[src/rtl/core/assert_macros.svh]
// Assertion macros for the RTL files of the button classifier.
// No dependencies; included by modules that carry concurrent checks.
`ifndef ASSERT_MACROS_SVH
`define ASSERT_MACROS_SVH

// Same-cycle implication, disabled while reset is held
`define ASSERT_IMPLIES(label, clk, rst_n, ante, cons, msg) \
  label: assert property (@(posedge clk) disable iff (!rst_n) (ante) |-> (cons)) \
    else $error(msg);

// Next-cycle implication, disabled while reset is held
`define ASSERT_NEXT(label, clk, rst_n, ante, cons, msg) \
  label: assert property (@(posedge clk) disable iff (!rst_n) (ante) |=> (cons)) \
    else $error(msg);

`endif

[src/rtl/core/bdpc_pkg.sv]
// Shared types and constants for the button debounce / press classifier.
// No dependencies; used by every module of the block.
`default_nettype none

package bdpc_pkg;

  localparam int unsigned CNT_W   = 4;
  localparam int unsigned ACCUM_W = 32;
  localparam int unsigned CFG_W   = 32;

  localparam logic [CNT_W-1:0]   DEBOUNCE_SAMPLES_RST = 4'd5;
  localparam logic [ACCUM_W-1:0] HOLD_TICKS_RST       = 32'd1000;
  localparam logic [ACCUM_W-1:0] ACCUM_MAX            = 32'hFFFF_FFFF;

  // configuration register indexes
  typedef enum logic [0:0] {
    REG_DEBOUNCE_SAMPLES = 1'b0,
    REG_HOLD_TICKS       = 1'b1
  } cfg_reg_t;

  typedef enum logic [1:0] {
    EV_NONE  = 2'd0,
    EV_SHORT = 2'd1,
    EV_LONG  = 2'd2
  } event_t;

  typedef enum logic [1:0] {
    ST_RELEASED = 2'd0,
    ST_PRESSED  = 2'd1,
    ST_HELD     = 2'd2
  } press_state_t;

  // one poll handed from the debouncer to the press machine
  typedef struct packed {
    logic en;
    logic pressed;
  } step_t;

  // press machine status back to the top level
  typedef struct packed {
    press_state_t state;
    event_t       ev;
  } fsm_status_t;

endpackage

`default_nettype wire

[src/rtl/core/bdpc_debounce.sv]
// Stability counter and debounced pressed flag for the button classifier.
// Depends on bdpc_pkg.
`default_nettype none

module bdpc_debounce (
  input  wire logic                      clk,
  input  wire logic                      rst_n,
  input  wire logic                      en,
  input  wire logic                      sample,
  input  wire logic [bdpc_pkg::CNT_W-1:0] samples,
  output bdpc_pkg::step_t                step
);

  logic                       last_raw_r, last_raw_nxt;
  logic [bdpc_pkg::CNT_W-1:0] cnt_r, cnt_nxt;
  logic                       pressed_r, pressed_nxt;
  logic [bdpc_pkg::CNT_W:0]   cnt_inc;

  // count equal samples, clamp at the threshold and take the level there
  always_comb begin
    cnt_inc = (sample == last_raw_r) ? ({1'b0, cnt_r} + 1'b1) : {{bdpc_pkg::CNT_W{1'b0}}, 1'b1};
    last_raw_nxt = sample;
    if (cnt_inc >= {1'b0, samples}) begin
      cnt_nxt     = samples;
      pressed_nxt = ~sample;
    end else begin
      cnt_nxt     = cnt_inc[bdpc_pkg::CNT_W-1:0];
      pressed_nxt = pressed_r;
    end
  end

  always_ff @(posedge clk) begin
    if (!rst_n) begin
      last_raw_r <= 1'b0;
      cnt_r      <= '0;
      pressed_r  <= 1'b0;
    end else if (en) begin
      last_raw_r <= last_raw_nxt;
      cnt_r      <= cnt_nxt;
      pressed_r  <= pressed_nxt;
    end
  end

  // the level settled on this poll acts on this poll
  assign step.en      = en;
  assign step.pressed = pressed_nxt;

endmodule

`default_nettype wire

[src/rtl/core/bdpc_press_fsm.sv]
// Released / pressed / held machine with saturating pressed-time accumulator.
// Depends on bdpc_pkg.
`default_nettype none

module bdpc_press_fsm #(
  parameter int unsigned TICK_WIDTH = 32
) (
  input  wire logic                        clk,
  input  wire logic                        rst_n,
  input  wire bdpc_pkg::step_t             step,
  input  wire logic [TICK_WIDTH-1:0]       tick,
  input  wire logic [bdpc_pkg::ACCUM_W-1:0] hold_ticks,
  output bdpc_pkg::fsm_status_t            status
);

  localparam int unsigned SUM_W =
    ((TICK_WIDTH > bdpc_pkg::ACCUM_W) ? TICK_WIDTH : bdpc_pkg::ACCUM_W) + 1;

  bdpc_pkg::press_state_t         state_r, state_nxt;
  logic [bdpc_pkg::ACCUM_W-1:0]   accum_r, accum_nxt;
  logic [TICK_WIDTH-1:0]          last_tick_r, last_tick_nxt;
  logic [TICK_WIDTH-1:0]          diff;
  logic [SUM_W-1:0]               sum;
  logic                           below_hold;
  bdpc_pkg::event_t               ev;

  // elapsed ticks wrap modulo 2^TICK_WIDTH; the sum saturates
  assign diff       = tick - last_tick_r;
  assign sum        = SUM_W'(accum_r) + SUM_W'(diff);
  assign below_hold = (accum_r < hold_ticks);

  // next state
  always_comb begin
    state_nxt = state_r;
    if (step.pressed) begin
      case (state_r)
        bdpc_pkg::ST_RELEASED: state_nxt = bdpc_pkg::ST_PRESSED;
        bdpc_pkg::ST_PRESSED:  if (!below_hold) state_nxt = bdpc_pkg::ST_HELD;
        default:               state_nxt = state_r;
      endcase
    end else begin
      state_nxt = bdpc_pkg::ST_RELEASED;
    end
  end

  // event, accumulator and tick mark
  always_comb begin
    ev            = bdpc_pkg::EV_NONE;
    accum_nxt     = accum_r;
    last_tick_nxt = last_tick_r;
    if (step.pressed) begin
      case (state_r)
        bdpc_pkg::ST_RELEASED: begin
          accum_nxt     = bdpc_pkg::ACCUM_W'(1);
          last_tick_nxt = tick;
        end
        bdpc_pkg::ST_PRESSED: begin
          if (below_hold) begin
            if (sum > SUM_W'(bdpc_pkg::ACCUM_MAX)) begin
              accum_nxt = bdpc_pkg::ACCUM_MAX;
            end else begin
              accum_nxt = sum[bdpc_pkg::ACCUM_W-1:0];
            end
            last_tick_nxt = tick;
          end else begin
            ev = bdpc_pkg::EV_LONG;
          end
        end
        default: ev = bdpc_pkg::EV_NONE;
      endcase
    end else begin
      case (state_r)
        bdpc_pkg::ST_RELEASED: accum_nxt = accum_r;
        bdpc_pkg::ST_PRESSED: begin
          ev        = bdpc_pkg::EV_SHORT;
          accum_nxt = '0;
        end
        default: accum_nxt = '0;
      endcase
    end
  end

  always_ff @(posedge clk) begin
    if (!rst_n) begin
      state_r     <= bdpc_pkg::ST_RELEASED;
      accum_r     <= '0;
      last_tick_r <= '0;
    end else if (step.en) begin
      state_r     <= state_nxt;
      accum_r     <= accum_nxt;
      last_tick_r <= last_tick_nxt;
    end
  end

  assign status.state = state_r;
  assign status.ev    = ev;

endmodule

`default_nettype wire

[src/rtl/core/button_debounce_press_classifier_top.sv]
// Top level of the button debounce / short-long press classifier.
// Depends on bdpc_pkg, bdpc_debounce, bdpc_press_fsm and assert_macros.svh.
//
//   channel | direction | handshake            | payload
//   --------+-----------+----------------------+-------------------------------
//   in      | sink      | in_valid / in_stall  | in_raw_level, in_tick_now
//   out     | source    | out_valid / out_stall| out_event_code
//   cfg     | sink      | cfg_we               | cfg_index, cfg_wdata
//
// One poll per cycle unless in_stall holds: a request lands in the input
// register, is classified against the debouncer and press machine, and its
// event moves into the output register, from where it is taken.
// in_stall rises only when both registers are full and out_stall holds.
// rst_n is synchronous; configuration returns to 5 samples and 1000 ticks.
`default_nettype none

`include "assert_macros.svh"

module button_debounce_press_classifier_top #(
  parameter int unsigned TICK_WIDTH = 32
) (
  input  wire logic                        clk,
  input  wire logic                        rst_n,
  input  wire logic                        in_valid,
  output logic                             in_stall,
  input  wire logic                        in_raw_level,
  input  wire logic [TICK_WIDTH-1:0]       in_tick_now,
  output logic                             out_valid,
  input  wire logic                        out_stall,
  output logic [1:0]                       out_event_code,
  input  wire logic                        cfg_we,
  input  wire logic [0:0]                  cfg_index,
  input  wire logic [bdpc_pkg::CFG_W-1:0]  cfg_wdata
);

  logic [bdpc_pkg::CNT_W-1:0]   debounce_samples_r;
  logic [bdpc_pkg::ACCUM_W-1:0] hold_ticks_r;

  logic                  a_valid_r;
  logic                  a_raw_r;
  logic [TICK_WIDTH-1:0] a_tick_r;
  logic                  out_valid_r;
  bdpc_pkg::event_t      out_event_r;
  logic                  adv;

  bdpc_pkg::step_t       step;
  bdpc_pkg::fsm_status_t status;

  // configuration registers
  always_ff @(posedge clk) begin
    if (!rst_n) begin
      debounce_samples_r <= bdpc_pkg::DEBOUNCE_SAMPLES_RST;
      hold_ticks_r       <= bdpc_pkg::HOLD_TICKS_RST;
    end else if (cfg_we) begin
      case (bdpc_pkg::cfg_reg_t'(cfg_index))
        bdpc_pkg::REG_DEBOUNCE_SAMPLES:
          debounce_samples_r <= cfg_wdata[bdpc_pkg::CNT_W-1:0];
        bdpc_pkg::REG_HOLD_TICKS:
          hold_ticks_r <= cfg_wdata[bdpc_pkg::ACCUM_W-1:0];
        default: hold_ticks_r <= hold_ticks_r;
      endcase
    end
  end

  // a poll moves on when the output register is free or being emptied
  assign adv      = a_valid_r && (!out_valid_r || !out_stall);
  assign in_stall = a_valid_r && !adv;

  // input register
  always_ff @(posedge clk) begin
    if (!rst_n) begin
      a_valid_r <= 1'b0;
    end else if (!in_stall) begin
      a_valid_r <= in_valid;
    end
  end

  always_ff @(posedge clk) begin
    if (in_valid && !in_stall) begin
      a_raw_r  <= in_raw_level;
      a_tick_r <= in_tick_now;
    end
  end

  bdpc_debounce u_debounce (
    .clk     (clk),
    .rst_n   (rst_n),
    .en      (adv),
    .sample  (a_raw_r),
    .samples (debounce_samples_r),
    .step    (step)
  );

  bdpc_press_fsm #(
    .TICK_WIDTH (TICK_WIDTH)
  ) u_press_fsm (
    .clk        (clk),
    .rst_n      (rst_n),
    .step       (step),
    .tick       (a_tick_r),
    .hold_ticks (hold_ticks_r),
    .status     (status)
  );

  // result register
  always_ff @(posedge clk) begin
    if (!rst_n) begin
      out_valid_r <= 1'b0;
    end else if (adv) begin
      out_valid_r <= 1'b1;
    end else if (!out_stall) begin
      out_valid_r <= 1'b0;
    end
  end

  always_ff @(posedge clk) begin
    if (adv) begin
      out_event_r <= status.ev;
    end
  end

  assign out_valid      = out_valid_r;
  assign out_event_code = out_event_r;

  // checks
  `ASSERT_NEXT(a_adv_gives_result, clk, rst_n, adv, out_valid_r,
    "processed poll did not reach the result register")
  `ASSERT_NEXT(a_long_enters_held, clk, rst_n,
    adv && (status.ev == bdpc_pkg::EV_LONG), status.state == bdpc_pkg::ST_HELD,
    "long hold reported without entering held")
  `ASSERT_IMPLIES(a_short_from_pressed, clk, rst_n,
    adv && (status.ev == bdpc_pkg::EV_SHORT), status.state == bdpc_pkg::ST_PRESSED,
    "short press reported outside the pressed state")

endmodule

`default_nettype wire

[config.mk]
export PLATFORM = sky130hd
export DESIGN_NAME = button_debounce_press_classifier_top
export DESIGN_NICKNAME = d
export VERILOG_FILES = /design/src/rtl/core/bdpc_pkg.sv /design/src/rtl/core/bdpc_debounce.sv /design/src/rtl/core/bdpc_press_fsm.sv /design/src/rtl/core/button_debounce_press_classifier_top.sv
export VERILOG_INCLUDE_DIRS = /design/src /design/src/rtl/core
export SDC_FILE = /design/constraint.sdc
export NUM_CORES = 1
export LEC_CHECK = 0
export BUFFER_PORTS_ARGS = -buffer_cell sky130_fd_sc_hd__buf_2
export CAP_MARGIN = 40
export CORE_ASPECT_RATIO = 1.1
export CORE_MARGIN = 2
export CORE_UTILIZATION = 35
export CTS_CLUSTER_SIZE = 16
export DETAILED_ROUTE_END_ITERATION = 10
export GPL_TIMING_DRIVEN = 0
export HOLD_SLACK_MARGIN = 0.03
export PLACE_DENSITY = 0.53
export SLEW_MARGIN = 20
export SYNTH_ARGS = -nofsm -noshare
export SYNTH_HDL_FRONTEND = slang
export SYNTH_SLANG_ARGS = --single-unit
[constraint.sdc]
create_clock -name clk -period 7.57 [get_ports clk]
set_input_delay 1.1355 -clock clk [delete_from_list [all_inputs] [get_ports clk]]
set_output_delay 1.1355 -clock clk [all_outputs]
set_load 0.01 [all_outputs]
Word-level counts from Yosys, hierarchy flattened
Index checks and enable logic that the tools add are counted.

Register bits: 145. Bits in latches: 0. Memory bits (writable): 0. Bits in read-only memories: 0. Bits of input ports: 71. Output and inout port bits: 4. Word-level logic and storage cells: 63. Memories: 0.

Add/subtract/negate cells: 3. $mul: 0. Divide/modulo/power cells: 0. Magnitude comparators: 3. Eq/ne operators: 8. Shifts and indexed selects: 0. Multiplexer cells: 19. Bitwise operators: 2. Reduce and logical (&&, ||, !) cells: 15.

Operators with widths (number): 32-bit 2-to-1 mux (5); 32-bit case mux with 2 select lines (2); 32-bit by 32-bit adder with 33-bit output (1); 33-bit by 32-bit > comparator with 1-bit output, second input constant (1); 32-bit less-than comparator (1); 32-bit subtractor (1); 2-bit 2-to-1 mux (5); 4-bit AND reduction (2); 4-bit by 1-bit adder with 5-bit output, second input constant (1); 5-bit by 4-bit >= comparator with 1-bit output (1); 5-bit 2-to-1 mux (1); 1-bit zero test (4); 1-bit 2-to-1 mux (4); 4-bit 2-to-1 mux (1); 2-bit by 1-bit inequality test with 1-bit output, second input constant (2); 2-bit case mux with 2 select lines (1); 2-bit AND reduction (2); 1-bit logical AND (3); 3-bit by 1-bit inequality test with 1-bit output, second input constant (1); 3-bit by 2-bit inequality test with 1-bit output, second input constant (1); 3-bit inequality test, second input constant (1); 3-bit AND reduction (1); 2-bit by 1-bit == test with 1-bit output, second input constant (1); 2-bit zero test (1); other kinds (5) (6).

Longest topological paths before layout
Word-level depth: 7. Gate-level depth with buffers: 24.

Modules after synthesis
From an unflattened synthesis, not the netlist that was laid out.

Cells, all modules: 1156. Area, all modules: 10029.6 um^2.

Modules (own cells, without submodules): bdpc_press_fsm (instances 1, cells an instance 896, area each 6876.6 um^2, sequential area each 1321.3 um^2); button_debounce_press_classifier_top (instances 1, cells an instance 207, area each 2663.8 um^2, sequential area each 1811.7 um^2); bdpc_debounce (instances 1, cells an instance 53, area each 489.2 um^2, sequential area each 120.1 um^2).

Worst setup path before layout
Ideal clock, no wire load.

Path type: flip-flop to flip-flop. Start point: reg a_tick_r[4]. End point: reg u_press_fsm.accum_r[29] (netlist bit). Library setup time: 0.122 ns. Arrival: 4.288 ns. Data required time: 7.448 ns. Setup slack: 3.160 ns. Stages on the path, launching flop included: 20. Path buffers: 0. Clock period less this slack: 4.410 ns. Cells stage by stage: edfxtp_1 ha_1 a21oi_2 nor3b_2 a211oi_2 a211oi_1 a21oi_2 a211o_1 a221oi_1 o21bai_1 xor2_1 ha_1 a21oi_1 o21ai_0 a211oi_1 o2111a_1 nor2_1 a2111oi_0 nand2_1 nor3b_1.

Cells in the longest elaborated chain, start to end: 7.

Ends and longest elaborated chain: from (decl) (line button_debounce_press_classifier_top.sv:41) `logic [TICK_WIDTH-1:0] a_tick_r;`; from (signal assigned) (line button_debounce_press_classifier_top.sv:81) `a_tick_r <= in_tick_now;`; 32-bit subtractor (*) (line bdpc_press_fsm.sv:28) `assign diff = tick - last_tick_r;`; 32-bit by 32-bit adder with 33-bit output (*) (line bdpc_press_fsm.sv:29) `assign sum = SUM_W'(accum_r) + SUM_W'(diff);`; 33-bit by 32-bit > comparator with 1-bit output (line bdpc_press_fsm.sv:59) `if (sum > SUM_W'(bdpc_pkg::ACCUM_MAX)) begin`; 32-bit 2-to-1 mux (*) (line bdpc_press_fsm.sv:59); 32-bit 2-to-1 mux (*) (line bdpc_press_fsm.sv:58) `if (below_hold) begin`; 32-bit case mux with 2 select lines (*) (line bdpc_press_fsm.sv:52) `case (state_r)`; 32-bit 2-to-1 mux (*) (line bdpc_press_fsm.sv:51) `if (step.pressed) begin`; to (signal assigned) (line bdpc_press_fsm.sv:90) `accum_r <= accum_nxt;`; to (decl) (line bdpc_press_fsm.sv:20) `logic [bdpc_pkg::ACCUM_W-1:0] accum_r, accum_nxt;`.

Every way passes the cells marked *; elsewhere a longest branch is shown, timed or not. The select of a mux whose other input is x is not followed. A chain may end at the register's enable or synchronous reset.

Worst setup path in the final report
Start point: reg a_tick_r[0]. End point: reg u_press_fsm.accum_r[25] (netlist bit).

Same word-level chain as after synthesis.

==> run metrics <==
CP top delay family=compound AO/OA/AOI/OAI gates; diode count=0; max-slew violations=0; post-layout util=approximately two fifths; # nets final=1,399; hold slack=~0.45 ns; first-pass GRT wire length=~40,000 um; Synth-to-Final Area Change=15.1%; layout cells sized above 1=about a tenth; most crowded layer after global routing=met2; Setup CP Type=reg -> reg; Placed Area=just over 10,000 um^2; max-cap violation count=0; clk sink count=between 100 and 150; syn_area_per_cell=8.34 um^2; power per cell area=approximately 190 nW/um^2; min Tclk post-route=5.44 ns; Detailed Route Iter0 Violations=between 300 and 400; Yosys warning count=0; Hold Violations, Final=0; pin count of the biggest net entering global routing=23; Clk Latency, worst-skew pair=roughly 0.43 ns; crit path launch type=register; worst hold-check path type=reg -> reg; Int Power=approximately 1400 uW; Final setup violation count=0; boundary pin count=75; GR Util met3=2.56%; grt ovf=0; Routed WL=approximately 23,000 um; Post-Synthesis Cell Area=9410 um^2; critical path arrival=a little under 6 ns; commonest non-fill, non-tap cells in the layout=nand2_1 (204), dfxtp_1 (110), ha_1 (103); Yosys reg bits=145; register clock-pin slew on the reported worst setup and hold paths=~0.070 ns; Post-Synthesis Cells=roughly 1,100; setup bufs post-CTS=0; largest family of logic cells by synthesized area=compound AO/OA/AOI/OAI gates; post-CTS sizing=0; CTS Buf Count=17; syn_nets=1,305; initial core utilization=between 30% and 40%; vias in the first global route=between 7,000 and 8,000; mux contribution to synthesized area=less than 1%; DR vias=around 7,900; initial antenna violation count=0; Main synth FF type=dfxtp_1; setup TNS=0 ns; GRT met1 Usage=approximately 23%; Synth Area in XOR/XNOR=~5.2%; setup repair after global routing missed its margin=false; Sw Share=between 30 and 40%; Worst-Margin Slew=~0.59 ns; outcome=finished clean; CTS tree=yes; crit share post-route=roughly 72%; Die Wd=roughly 160 um; Max-Slew Margin vs Limit=between 60 and 70%; Die Area=approximately 28,000 um^2; Crit path buffers/inverters=5; crit path cell chain=inv_1, ha_1, inv_1, fa_1, a21oi_1, o211ai_1, a21oi_1, o21ai_0, a31oi_1, a31oi_1, a21boi_0, xnor2_1, ha_1, clkbuf_1, nand2_1, or3_1, o2111a_1, nor2_1, buf_2, buf_2, nor2_1, o21ai_0; VDD IR max=about 0.14 mV; Sw Pwr=between 600 and 700 uW; grt met2 use=between 20% and 30%; Die H=approximately 180 um; Post-synth EDFFs=35; Async SR Flop Fraction=0%; Compound-Gate Fraction of Synth Area=between 20% and 30%; simple-gate area share of the yosys netlist=between 10% and 20%; Avg Vias per Cell=between 4 and 5; post-synthesis adder-cell area fraction=14.1%; Port Buffer Count=between 70 and 80; LEAKAGE=0.00457 uW; clk_skew=roughly 0.015 ns; CP Max Fanout=10; Crit. End Element=register; CTS root buffer=clkbuf_16; clock power share=slightly above 40%; Placer Congestion=~0.84; clock buffer depth=2; drt wl/cell=around 15 um; Detail Route Antenna Nets=0; GRT Util Overall=17.2%; # DRC=0; commonest non-fill, non-tap cell in the layout=nand2_1; cell area after layout=between 10,000 and 15,000 um^2; Cell variety after synth=64; Peak Freq=between 150 and 200 MHz; core area=approximately 26,000 um^2; Critical Path Max Stage Delay=between 0.4 and 0.5 ns; overall power=roughly 2100 uW; DP HPWL=about 19,000 um; row cnt=62; CP required=approximately 8 ns; Hold-fix buffers, CTS=0; Slowest-stage cell, CP=a21boi_0; drt pass-1 iters=5; Reg power frac=40.2%; Logic pwr share=about a fifth; htree depth=4; sequential area share after synthesis=about a third
==> layout make-up <==
type                       instances  area, um^2
tap                              352         440
fill                            2693       15500
multi-input combinational        863        5680
buffer                            37         169
sequential                       145        3250
clock buffer                      18         450
inverter                          84         315
clock inverter                    14         133
timing repair buffer              75         390
==> kinds of logic (layout without fill, tap and decap cells) <==
group,count (synthesis),in the layout
xor gates and xnor gates,56,56
buffers and inverters,121,228
AOI/OAI and AO/OA,327,327
DFF,145,145
adders and majority gates,105,105
and+or+nand+nor,372,372
muxes,3,3
==> sequential cells by signal, indices dropped and copies added, names as in the netlist, 2 cells and up <==
signal	cells
u_debounce.cnt_r	4
out_event_code	2
hold_ticks_r	32
u_press_fsm.last_tick_r	32
u_press_fsm.state_r	2
u_press_fsm.accum_r	32
a_tick_r	32
debounce_samples_r	4
==> power groups by stage <==
stage / registers [uW] / logic (uW) / clock network, uW
finish: 843 / 406 / 847
global route: 847 / 466 / 900
CTS: 844 / 410 / 870
detailed placement: 861 / 407 / 0
global placement: 862 / 404 / 0
floorplan: 856 / 302 / 0
==> synthesized netlist by cell type, drive strengths merged, types with 15 or more instances <==
library cell / number / area share (%)
nand3: 16 / 0.85
nor2: 66 / 2.6
edfxtp: 35 / 11
a211oi: 15 / 1.2
xor2: 26 / 2.4
nand2: 204 / 8.1
a21boi: 62 / 4.9
clkbuf: 28 / 1.1
inv: 84 / 3.3
ha: 103 / 14
o21ai: 74 / 4.0
xnor2: 30 / 2.8
a21oi: 71 / 3.9
a21o: 24 / 1.9
dfxtp: 110 / 23
==> worst paths after layout <==
kind,startpoint,to,slack (ns),cells past startpoint
worst min-delay path,u_press_fsm.last_tick_r[8],u_press_fsm.last_tick_r[8],0.45,2
worst min register to register,u_press_fsm.last_tick_r[8],u_press_fsm.last_tick_r[8],0.45,2
worst max-delay path,a_tick_r[0],u_press_fsm.accum_r[25],2.13,22
worst max register to register,a_tick_r[0],u_press_fsm.accum_r[25],2.13,22
==> worst reg2reg max path: stages, from the launching register on <==
cell and delay, ns:
edfxtp_1 0.40, inv_1 0.07, ha_1 0.17, inv_1 0.06, fa_1 0.40, a21oi_1 0.24, o211ai_1 0.16, a21oi_1 0.19
o21ai_0 0.18, a31oi_1 0.32, a31oi_1 0.27, a21boi_0 0.45, xnor2_1 0.13, ha_1 0.28, clkbuf_1 0.27, nand2_1 0.12
or3_1 0.42, o2111a_1 0.28, nor2_1 0.13, buf_2 0.28, buf_2 0.29, nor2_1 0.09, o21ai_0 0.14
==> per-layer routing <==
layer | vias up | routed length (um)
met4 | 0 | 424
met1 | 3611 | 11700
met5 | - | 0
li1 | 4163 | -
met2 | 122 | 10500
met3 | 23 | 705
==> through the flow <==
step | instances | setup WS [ns]
2_1_floorplan | 1129 | 3.16
3_3_place_gp | 1555 | 2.23
3_5_place_dp | 1556 | 2.17
4_1_cts | 1588 | 2.10
5_1_grt | 1588 | 1.54
6_report | 1588 | 2.13
No activity file was read; power rests on OpenSTA's default activity.
